==> src/hdl/svm_pkg.sv <==
`timescale 1ns / 1ps
`default_nettype none
package svm_pkg;

    typedef logic [1:0] req_t;

    localparam req_t REQ_LOAD    = 2'd0;
    localparam req_t REQ_TRIGGER = 2'd1;
    localparam req_t REQ_TICK    = 2'd2;
    localparam req_t REQ_FADEALL = 2'd3;

    localparam int ATTACK_FRAMES = 16;
    localparam int FADE_SHIFT    = 6;
    localparam logic [34:0] GAIN_DIV = 35'd8258175;
    // Reciprocal of the gain divisor scaled by 2^44, for a multiply-and-correct quotient.
    localparam logic [22:0] GAIN_RECIP = 23'((64'd1 << 44) / 64'(GAIN_DIV));

    typedef struct packed {
        logic       load;
        logic [6:0] velocity;
        logic [7:0] pad_gain;
        logic [7:0] master_volume;
    } gain_req_t;

    // Pitch ratio 2^(n/12) in Q16 for n = -12 .. 12, indexed by n + 12.
    function automatic logic [17:0] pitch_ratio(input logic [4:0] idx);
        logic [17:0] r;
        begin
            case (idx)
                5'd0:  r = 18'd32768;
                5'd1:  r = 18'd34716;
                5'd2:  r = 18'd36781;
                5'd3:  r = 18'd38968;
                5'd4:  r = 18'd41285;
                5'd5:  r = 18'd43740;
                5'd6:  r = 18'd46341;
                5'd7:  r = 18'd49097;
                5'd8:  r = 18'd52016;
                5'd9:  r = 18'd55109;
                5'd10: r = 18'd58386;
                5'd11: r = 18'd61858;
                5'd12: r = 18'd65536;
                5'd13: r = 18'd69433;
                5'd14: r = 18'd73562;
                5'd15: r = 18'd77936;
                5'd16: r = 18'd82570;
                5'd17: r = 18'd87480;
                5'd18: r = 18'd92682;
                5'd19: r = 18'd98193;
                5'd20: r = 18'd104032;
                5'd21: r = 18'd110218;
                5'd22: r = 18'd116772;
                5'd23: r = 18'd123715;
                5'd24: r = 18'd131072;
                default: r = 18'd65536;
            endcase
            return r;
        end
    endfunction

endpackage
`default_nettype wire

==> src/hdl/svm_gain_div.sv <==
`timescale 1ns / 1ps
`default_nettype none
module svm_gain_div (
    input  wire logic                clk,
    input  wire logic                rst_n,
    input  wire svm_pkg::gain_req_t  req,
    output logic                     done,
    output logic [13:0]              gain
);
    import svm_pkg::*;

    logic [2:0]  phase_reg;
    logic        done_reg;
    logic [6:0]  vel_reg;
    logic [7:0]  pad_reg;
    logic [7:0]  mv_reg;
    logic [14:0] p1_reg;
    logic [22:0] prod_reg;
    logic [34:0] rem_reg;
    logic [12:0] q_reg;

    // Phases 1 and 2 form the product, phase 3 estimates the quotient by the reciprocal,
    // phase 4 forms the remainder and phase 5 corrects the estimate, which is at most one low.
    always_ff @(posedge clk or negedge rst_n)
    begin
        if (!rst_n)
        begin
            phase_reg <= 3'd0;
            done_reg  <= 1'b0;
        end
        else if (req.load)
        begin
            phase_reg <= 3'd1;
            done_reg  <= 1'b0;
        end
        else if (phase_reg == 3'd5)
        begin
            phase_reg <= 3'd0;
            done_reg  <= 1'b1;
        end
        else if (phase_reg != 3'd0)
        begin
            phase_reg <= phase_reg + 3'd1;
        end
    end

    always_ff @(posedge clk)
    begin
        if (req.load)
        begin
            vel_reg <= req.velocity;
            pad_reg <= req.pad_gain;
            mv_reg  <= req.master_volume;
        end
        else
        begin
            case (phase_reg)
                3'd1:
                begin
                    p1_reg <= 15'(vel_reg * pad_reg);
                end
                3'd2:
                begin
                    prod_reg <= 23'(p1_reg * mv_reg);
                end
                3'd3:
                begin
                    q_reg <= 13'((46'(prod_reg) * 46'(GAIN_RECIP)) >> 32);
                end
                3'd4:
                begin
                    rem_reg <= {prod_reg, 12'd0} - 35'(q_reg) * GAIN_DIV;
                end
                3'd5:
                begin
                    if (rem_reg >= GAIN_DIV)
                    begin
                        q_reg <= q_reg + 13'd1;
                    end
                end
                default:
                begin
                end
            endcase
        end
    end

    assign done = done_reg;
    assign gain = {1'b0, q_reg};

endmodule
`default_nettype wire

==> config.mk <==
export PLATFORM = sky130hd
export DESIGN_NAME = svm_gain_div
export DESIGN_NICKNAME = d
export VERILOG_FILES = /design/src/hdl/svm_pkg.sv /design/src/hdl/svm_gain_div.sv
export SDC_FILE = /design/constraint.sdc
export NUM_CORES = 1
export LEC_CHECK = 0
export BUFFER_PORTS_ARGS = -buffer_cell sky130_fd_sc_hd__buf_2
export CAP_MARGIN = 20
export CORE_ASPECT_RATIO = 0.7
export CORE_MARGIN = 3
export CORE_UTILIZATION = 60
export DETAILED_ROUTE_END_ITERATION = 7
export PLACE_DENSITY = 0.89
export SLEW_MARGIN = 20
export SYNTH_ARGS = -nofsm -noshare
export SYNTH_HDL_FRONTEND = slang
export SYNTH_SLANG_ARGS = --single-unit
==> constraint.sdc <==
create_clock -name clk -period 7.6 [get_ports clk]
set_input_delay 1.52 -clock clk [delete_from_list [all_inputs] [get_ports clk]]
set_output_delay 1.52 -clock clk [all_outputs]
set_load 0.1 [all_outputs]
* Yosys cells after proc, flatten, opt, wreduce, memory -nomap -nowiden
Index checks and enable logic that the tools add are counted.
Storage, ports and cells: word-level logic and storage cells 39, output and inout bits 15, register bits 113
Cells by class: bitwise operators 1, magnitude comparators 1, multiply operators 4, multiplexer cells 7, $add $sub $neg 3, reduce and logical (&&, ||, !) cells 8, equal/unequal tests 6
Operator list (number):
- $mul 23x22->45 const B | 1
- $ge 35x23->1 const B | 1
- $mul 13x23->35 const B | 1
- $sub 35x35->35 | 1
- $pmux 13 s2 | 1
- $mul 15x8->23 | 1
- $mul 7x8->15 | 1
- $add 13x1->13 const B | 1
- $mux 13 | 1
- $mux 3 | 3
- $eq 3x2->1 const B | 2
- $eq 3x3->1 const B | 2
- $reduce_and 2->1 | 3
- $reduce_bool 3->1 | 2
- $reduce_bool 2->1 | 2
- $add 3x1->3 const B | 1
- $eq 3x1->1 const B | 1
- $reduce_and 3->1 | 1
- $mux 1 | 2
- $ne 2x1->1 const B | 1
- $not 1->1 | 1

* Longest topological paths before layout
Gate-level depths: netlist of the first run.
depth in word-level cells 4, depth in mapped cells 23, gate-level depth less buffers 23

* Least setup slack after synthesis of the first run
OpenSTA, ideal clock, no wires.
path type register to register, start point register q_reg[10], end point register rem_reg[33], data pin, setup time 0.265 ns, clock period less this slack 7.221 ns, data arrival time 6.955 ns, stages on the path, launching flop included 22, buffers on the path 0, path slack 0.379 ns, cells stage by stage edfxtp_1 -> inv_1 -> fa_1 -> inv_1 -> fa_1 -> inv_1 -> fa_1 -> fa_1 -> inv_1 -> fa_1 -> inv_1 -> fa_1 -> ha_1 -> a21oi_1 -> o21a_1 -> nand2_1 -> o31ai_2 -> nor4bb_4 -> o41ai_4 -> o211a_4 -> nor3_1 -> or3_1
On the way: longest elaborated chain between the ends 2
RTL lines:
- start: declaration | RTL line svm_gain_div.sv:20 | logic [12:0] q_reg;
- start signal: assignment | RTL line svm_gain_div.sv:68 | q_reg <= 13'((46'(prod_reg) * 46'(GAIN_RECIP)) >> 32);
- start signal: assignment | RTL line svm_gain_div.sv:78 | q_reg <= q_reg + 13'd1;
- $mul 13x23->35 | RTL line svm_gain_div.sv:72 | rem_reg <= {prod_reg, 12'd0} - 35'(q_reg) * GAIN_DIV;
- $sub 35x35->35 | RTL line svm_gain_div.sv:72
- end signal: assignment | RTL line svm_gain_div.sv:72
- end: declaration | RTL line svm_gain_div.sv:19 | logic [34:0] rem_reg;
Every way passes these cells. A chain may end at the register's enable or synchronous reset.

* Worst setup path after layout of the first run
Ends and elaborated chain as after synthesis.

==> results of run 1 <==
-- cell families (layout without fill, tap and decap cells) --
group / count (synthesis) / in the layout / share of synthesized area [%]
xor gates and xnor gates: 87 / 87 / 3.789
AOI/OAI and AO/OA: 211 / 211 / 7.050
buffers and inverters: 526 / 588 / 9.875
muxes: 3 / 3 / 0.1493
and+or+nand+nor: 386 / 386 / 9.390
other: 1 / 1 / 0.01865
adders and majority gates: 683 / 683 / 52.95
DFF: 113 / 113 / 16.78
-- layout make-up --
type	count	area [um^2]	area share [%]
clock inverters	15	175.2	0.8168
well taps	427	534.3	2.491
flip-flops and latches	113	3373	15.73
inverters	511	1918	8.943
clock buffers	17	425.4	1.984
repair buffers	45	240.2	1.120
multi-input cells	1371	14780	68.92
-- cells in the final DEF (no fill, tap or decap), drive strengths merged, types with 4 or more instances in the layout --
| cell | count |
|---|---|
| nand3 | 22 |
| nand4 | 12 |
| nor2 | 59 |
| xnor2 | 58 |
| xor2 | 29 |
| edfxtp | 109 |
| a21oi | 61 |
| o31ai | 4 |
| and3 | 7 |
| a31oi | 12 |
| inv | 519 |
| o2111ai | 5 |
| and2 | 79 |
| a211oi | 5 |
| o21a | 7 |
| nand2 | 152 |
| a21o | 33 |
| o21ai | 41 |
| nor4 | 8 |
| nor3 | 16 |
| nand2b | 6 |
| fa | 280 |
| buf | 45 |
| dfrtp | 4 |
| o211ai | 10 |
| o21bai | 11 |
| clkbuf | 17 |
| ha | 403 |
| nor2b | 11 |
-- how the worst max path moves through the flow --
stage / startpoint / end / slack (ps) / depth (start not counted)
finish: q_reg[10] / rem_reg[33] / 360 / 21
floorplan: q_reg[10] / rem_reg[33] / 380 / 21
detailed placement: q_reg[10] / rem_reg[33] / 490 / 21
global placement: q_reg[10] / rem_reg[33] / 760 / 21
global route: q_reg[10] / rem_reg[33] / 80 / 21
CTS: q_reg[10] / rem_reg[33] / 440 / 21
-- layer usage --
metal / up-vias / GRT usage [%]
li1: 6520 / -
met1: 6964 / 37.47
met2: 638 / 43.92
met3: 110 / 6.727
met4: 0 / 9.094
met5: - / 0
-- worst min-delay path: cells and delay by family, from the launching register on --
family / cells / cell delay (ps)
flip-flops: 1 / 330
AND/OR/NAND/NOR: 2 / 130
-- through the flow --
stage	utilization (%)	worst slack [ps]	hold slack, ps
final	65.61	362.7	503.5
after global routing	65.61	79.89	539.7
after global placement	63.75	763.0	480.1
after floorplan	-	379.4	584.0
after detailed placement	63.75	490.3	495.0
after CTS	65.58	438.4	507.9
==> impl_metrics.py, run 1 <==
metrics = {
    "sta": {
        "final-setup-viol-count": 0,
        "slew_headroom_pct": 47.74,
        "fin_crit_sh_pct": 95.23,
        "period_needed_ps": 7237,
        "worst_pin_slew_ps": 783.9,
        "finalHoldViolations": 0,
        "rsz0062_at_grt": "no",
        "fmaxAchievable_mhz": 138.2,
        "maxSlewViolCount": 0,
        "clock_skew_ps": 12.04,
        "tns_ps": 0,
    },
    "global_route": {
        "grt_max_degree": 36,
        "grt_pass1_wl_um": 78330,
        "grt_overflow": 0,
        "grt.total_usage_pct": 27.61,
        "grt_pass1_vias": 15335,
        "antenna_found_initial": 0,
    },
    "cells_and_area": {
        "nFillCells": 2303,
        "nets": 2768,
        "area_growth_pct": 6.658,
        "diodes": 0,
        "post-route-cell-area_um2": 21450,
        "drive_gt1_share_pct": 4.826,
        "largest_reg_flops": 35,
        "final_cells": 2499,
    },
    "yosys": {
        "ys_types": 70,
        "async_flop_share_pct": 3.540,
        "synth-edff-count": 109,
        "netlist_instances": 2010,
        "syn-num-nets": 2719,
        "syn_area_um2": 20110,
        "syn_area_per_cell_um2": 10.00,
        "yosysMostFrequentCell": "inv_1",
        "yosysTopAreaCell": "fa_1",
        "ys_ff_latch": 113,
        "yosys_warnings": 0,
        "ys_seq_area_share_pct": 16.78,
        "synth_top_area_share_pct": 27.88,
        "ys_top_cells_by_area": "fa_1 28%, ha_1 25%, edfxtp_1 16%",
        "synth_top_cells_by_count": "511 x inv_1, 403 x ha_1, 280 x fa_1, 152 x nand2_1, 109 x edfxtp_1",
        "synthFlopType": "edfxtp_1",
    },
    "die": {
        "pin_count": 41,
        "dieArea_um2": 35780,
        "die_width_um": 224.8,
        "start_util_pct": 61.52,
        "placeableCoreArea_um2": 32690,
        "fp.dieH_um": 159.2,
        "rows": 55,
    },
    "place": {
        "placed_cell_area_um2": 20840,
        "dp_cells": 2467,
        "place_congestion": 0.9179,
        "dp_hpwl_um": 39770,
        "io_buffers": 39,
    },
    "setup_path": {
        "end_kind": "flop",
        "critical_path_required_ps": 7800,
        "rr_startpoint": "q_reg[10]",
        "path_class": "reg2reg",
        "cp_common_cell": "fa_1",
        "cp_cell_sequence": "inv_1, fa_1, inv_1, fa_1, inv_1, fa_1, fa_1, inv_1, fa_1, inv_1, fa_1, ha_1, a21oi_1, o21a_1, nand2_1, o31ai_2, nor4bb_4, o41ai_4, o211a_4, nor3_1, or3_1",
        "worst_ep_arrival_time_ps": 7430,
        "r2r_slack_ps": 360,
        "crit_buf_inv": 5,
        "max_stage_delay_ps": 670,
        "path_max_fanout": 8,
        "critPathSlowestCell": "fa_1",
        "cp-start-kind": "flop",
        "reg2reg_depth": 21,
        "reg2reg_to": "rem_reg[33]",
        "critPathTopFamily": "adder cells",
    },
    "clocking": {
        "cts_root_buf": "clkbuf_16",
        "numCtsBuffers": 17,
        "clkLatencyLatePin_ps": 460,
        "htreeDepth": 4,
        "post_cts_buffers": 0,
        "ctsLongestPathBuffers": 2,
        "cts.sinks": 113,
        "clk_pin_slew_ps": 70,
        "cts_tree": "done",
        "hold_buffers": 0,
        "cts_resized": 0,
    },
    "detailed_routing": {
        "top_layer": "met4",
        "initialDrtViolationCount": 1144,
        "wl_um": 47390,
        "vias_per_cell": 5.695,
        "wl_per_cell_um": 18.97,
        "drc": 0,
        "wl_met2_um": 21620,
        "ant_nets": 0,
        "firstDrtPassIters": 5,
        "drt-met1-wl_um": 20160,
        "route.met3.wl_um": 4154,
        "via_count": 14232,
    },
    "run_status": {
        "outcome": "completed",
    },
    "min_path": {
        "hold_path_end": "done",
        "min_from": "done",
        "hp-class": "reg2reg",
        "min_path_cells": 2,
    },
    "flow_run": {
        "maxCapViolations": 0,
    },
}
Power of run 1 is left out: the tool's default activity adds up to more than one toggle a clock period on the data nets, which glitch-free logic cannot reach.
==> run 2: changes to the inputs <==
- ABC_AREA: default -> 1
==> impl_metrics.py, run 2 <==
metrics = {
    "place": {
        "post-place-ws_ps": 1659,
        "dp_cells": 3314,
        "io_buffers": 39,
        "place_congestion": 1.039,
        "dp_hpwl_um": 50150,
        "placed_cell_area_um2": 23390,
    },
    "sta": {
        "slew_headroom_pct": 44.63,
        "fin_crit_sh_pct": 80.68,
        "worst_slack_ps": 1469,
        "period_needed_ps": 6131,
        "finalHoldViolations": 0,
        "fmaxAchievable_mhz": 163.1,
        "rsz0062_at_grt": "no",
        "clock_skew_ps": 12.17,
        "final-setup-viol-count": 0,
        "maxSlewViolCount": 0,
        "worst_pin_slew_ps": 829.6,
        "tns_ps": 0,
    },
    "setup_path": {
        "critPathTopFamily": "adder cells",
        "cp_common_cell": "fa_1",
        "cp-start-kind": "flop",
        "end_kind": "flop",
        "max_stage_delay_ps": 650,
        "critical_path_required_ps": 7800,
        "crit_buf_inv": 5,
        "critPathSlowestCell": "fa_1",
        "worst_ep_arrival_time_ps": 6330,
        "cp_cell_sequence": "inv_1, fa_1, inv_1, fa_1, inv_1, fa_1, fa_1, inv_1, fa_1, inv_1, fa_1, ha_1, a21oi_1, o21ai_0, a21oi_1, nand3_1, nand3_1, nand2_1, nand2_1, nand2_1",
        "path_max_fanout": 8,
        "path_class": "reg2reg",
    },
    "yosys": {
        "syn_area_um2": 22680,
        "synthMuxAreaShare_pct": 0,
        "synthFlopType": "edfxtp_1",
        "syn-num-nets": 3533,
        "yosysTopAreaCell": "fa_1",
        "synth_top_area_share_pct": 24.71,
        "async_flop_share_pct": 3.540,
        "netlist_instances": 2824,
        "ys_top_cells_by_area": "fa_1 25%, ha_1 22%, edfxtp_1 14%",
        "syn_area_per_cell_um2": 8.032,
        "synth_top_cells_by_count": "752 x inv_1, 655 x nand2_1, 403 x ha_1, 280 x fa_1, 150 x nor2_1",
        "synth-edff-count": 109,
        "synth_compound_area_share_pct": 4.297,
        "yosysMostFrequentCell": "inv_1",
        "synthXorXnorAreaFrac_pct": 2.355,
        "synth-simple-area-share_pct": 18.29,
        "ys_seq_area_share_pct": 14.87,
        "yosys_warnings": 0,
        "ys_types": 48,
        "yosys.area_share.adder_pct": 46.94,
        "ys_ff_latch": 113,
        "synth_top_family_by_area": "adder cells",
    },
    "cells_and_area": {
        "final_cells": 3346,
        "area_growth_pct": 5.858,
        "largest_reg_flops": 35,
        "final_common_cell": "inv_1",
        "nets": 3562,
        "diodes": 0,
        "post-route-cell-area_um2": 24010,
        "drive_gt1_share_pct": 4.676,
        "layout_common_cells": "752 x inv_1, 655 x nand2_1, 403 x ha_1, 280 x fa_1, 149 x nor2_1",
        "nFillCells": 2841,
    },
    "global_route": {
        "grt_max_degree": 36,
        "grt_overflow": 0,
        "grt_pass1_wl_um": 96210,
        "antenna_found_initial": 0,
        "grt_pass1_vias": 18823,
        "grt.total_usage_pct": 30.54,
    },
    "min_path": {
        "hp-class": "reg2reg",
    },
    "die": {
        "placeableCoreArea_um2": 36580,
        "fp.dieH_um": 168.7,
        "dieArea_um2": 40210,
        "die_width_um": 238.4,
        "pin_count": 41,
        "rows": 58,
        "start_util_pct": 62.02,
    },
    "clocking": {
        "cts_resized": 0,
        "htreeDepth": 4,
        "hold_buffers": 0,
        "clk_pin_slew_ps": 60,
        "cts_tree": "done",
        "cts.sinks": 113,
        "post_cts_buffers": 0,
        "cts_root_buf": "clkbuf_16",
        "clkLatencyLatePin_ps": 450,
        "numCtsBuffers": 17,
        "ctsLongestPathBuffers": 2,
    },
    "flow_run": {
        "maxCapViolations": 0,
    },
    "run_status": {
        "outcome": "completed",
    },
    "detailed_routing": {
        "firstDrtPassIters": 6,
        "wl_per_cell_um": 17.69,
        "wl_um": 59200,
        "initialDrtViolationCount": 1813,
        "vias_per_cell": 5.529,
        "ant_nets": 0,
        "via_count": 18501,
        "drc": 0,
    },
}
-- run 2: cell count changes after synthesis, sizes merged, moves of 39 or more --
cell | before | now
xnor2 | 58 | 19
nor2 | 59 | 166
nand3 | 22 | 97
nand2 | 152 | 670
inv | 511 | 761
and2 | 79 | 4
-- run 2: cell type report --
class	count	area (um^2)	share of cell area [%]
clock buffers	21	470.5	1.959
clock inverters	11	152.6	0.6357
inverters	764	2868	11.94
multi-input cells	1914	16320	67.97
flip-flops and latches	113	3373	14.05
well taps	480	600.6	2.501
repair buffers	43	225.2	0.9379
-- run 2: cell families after synthesis --
logic type | count (synthesis)
DFF | 113
buffers and inverters | 797
other | 1
and+or+nand+nor | 997
AOI/OAI and AO/OA | 172
adders and majority gates | 683
xor gates and xnor gates | 61
-- run 2: routing by layer --
layer,track usage [%],up-vias,part of all wire (%)
li1,-,8643,-
met1,42.35,8776,42
met2,45.07,934,42
met3,11.01,148,13
met4,9.141,0,3.1
met5,0,-,0
-- run 2: path summary, 6_finish.rpt --
path / cells past startpoint / end / slack, ps / from
min: 1 / done / 490 / done
max in group asynchronous: 1 / phase_reg[2] / 6610 / rst_n
max: 20 / rem_reg[27] / 1470 / q_reg[10]
max reg2reg: 20 / rem_reg[27] / 1470 / q_reg[10]
min reg2reg: 1 / done / 490 / done
min in group asynchronous: 1 / phase_reg[0] / 870 / rst_n
-- run 2: per-stage QoR --
step,hold slack (ps),util (%)
finish,490.7,65.65
CTS,493.4,65.65
detailed placement,478.8,63.95
floorplan,456.2,-
global route,510.1,65.65
global placement,477.6,63.91
Power of run 2 is left out for the same reason.
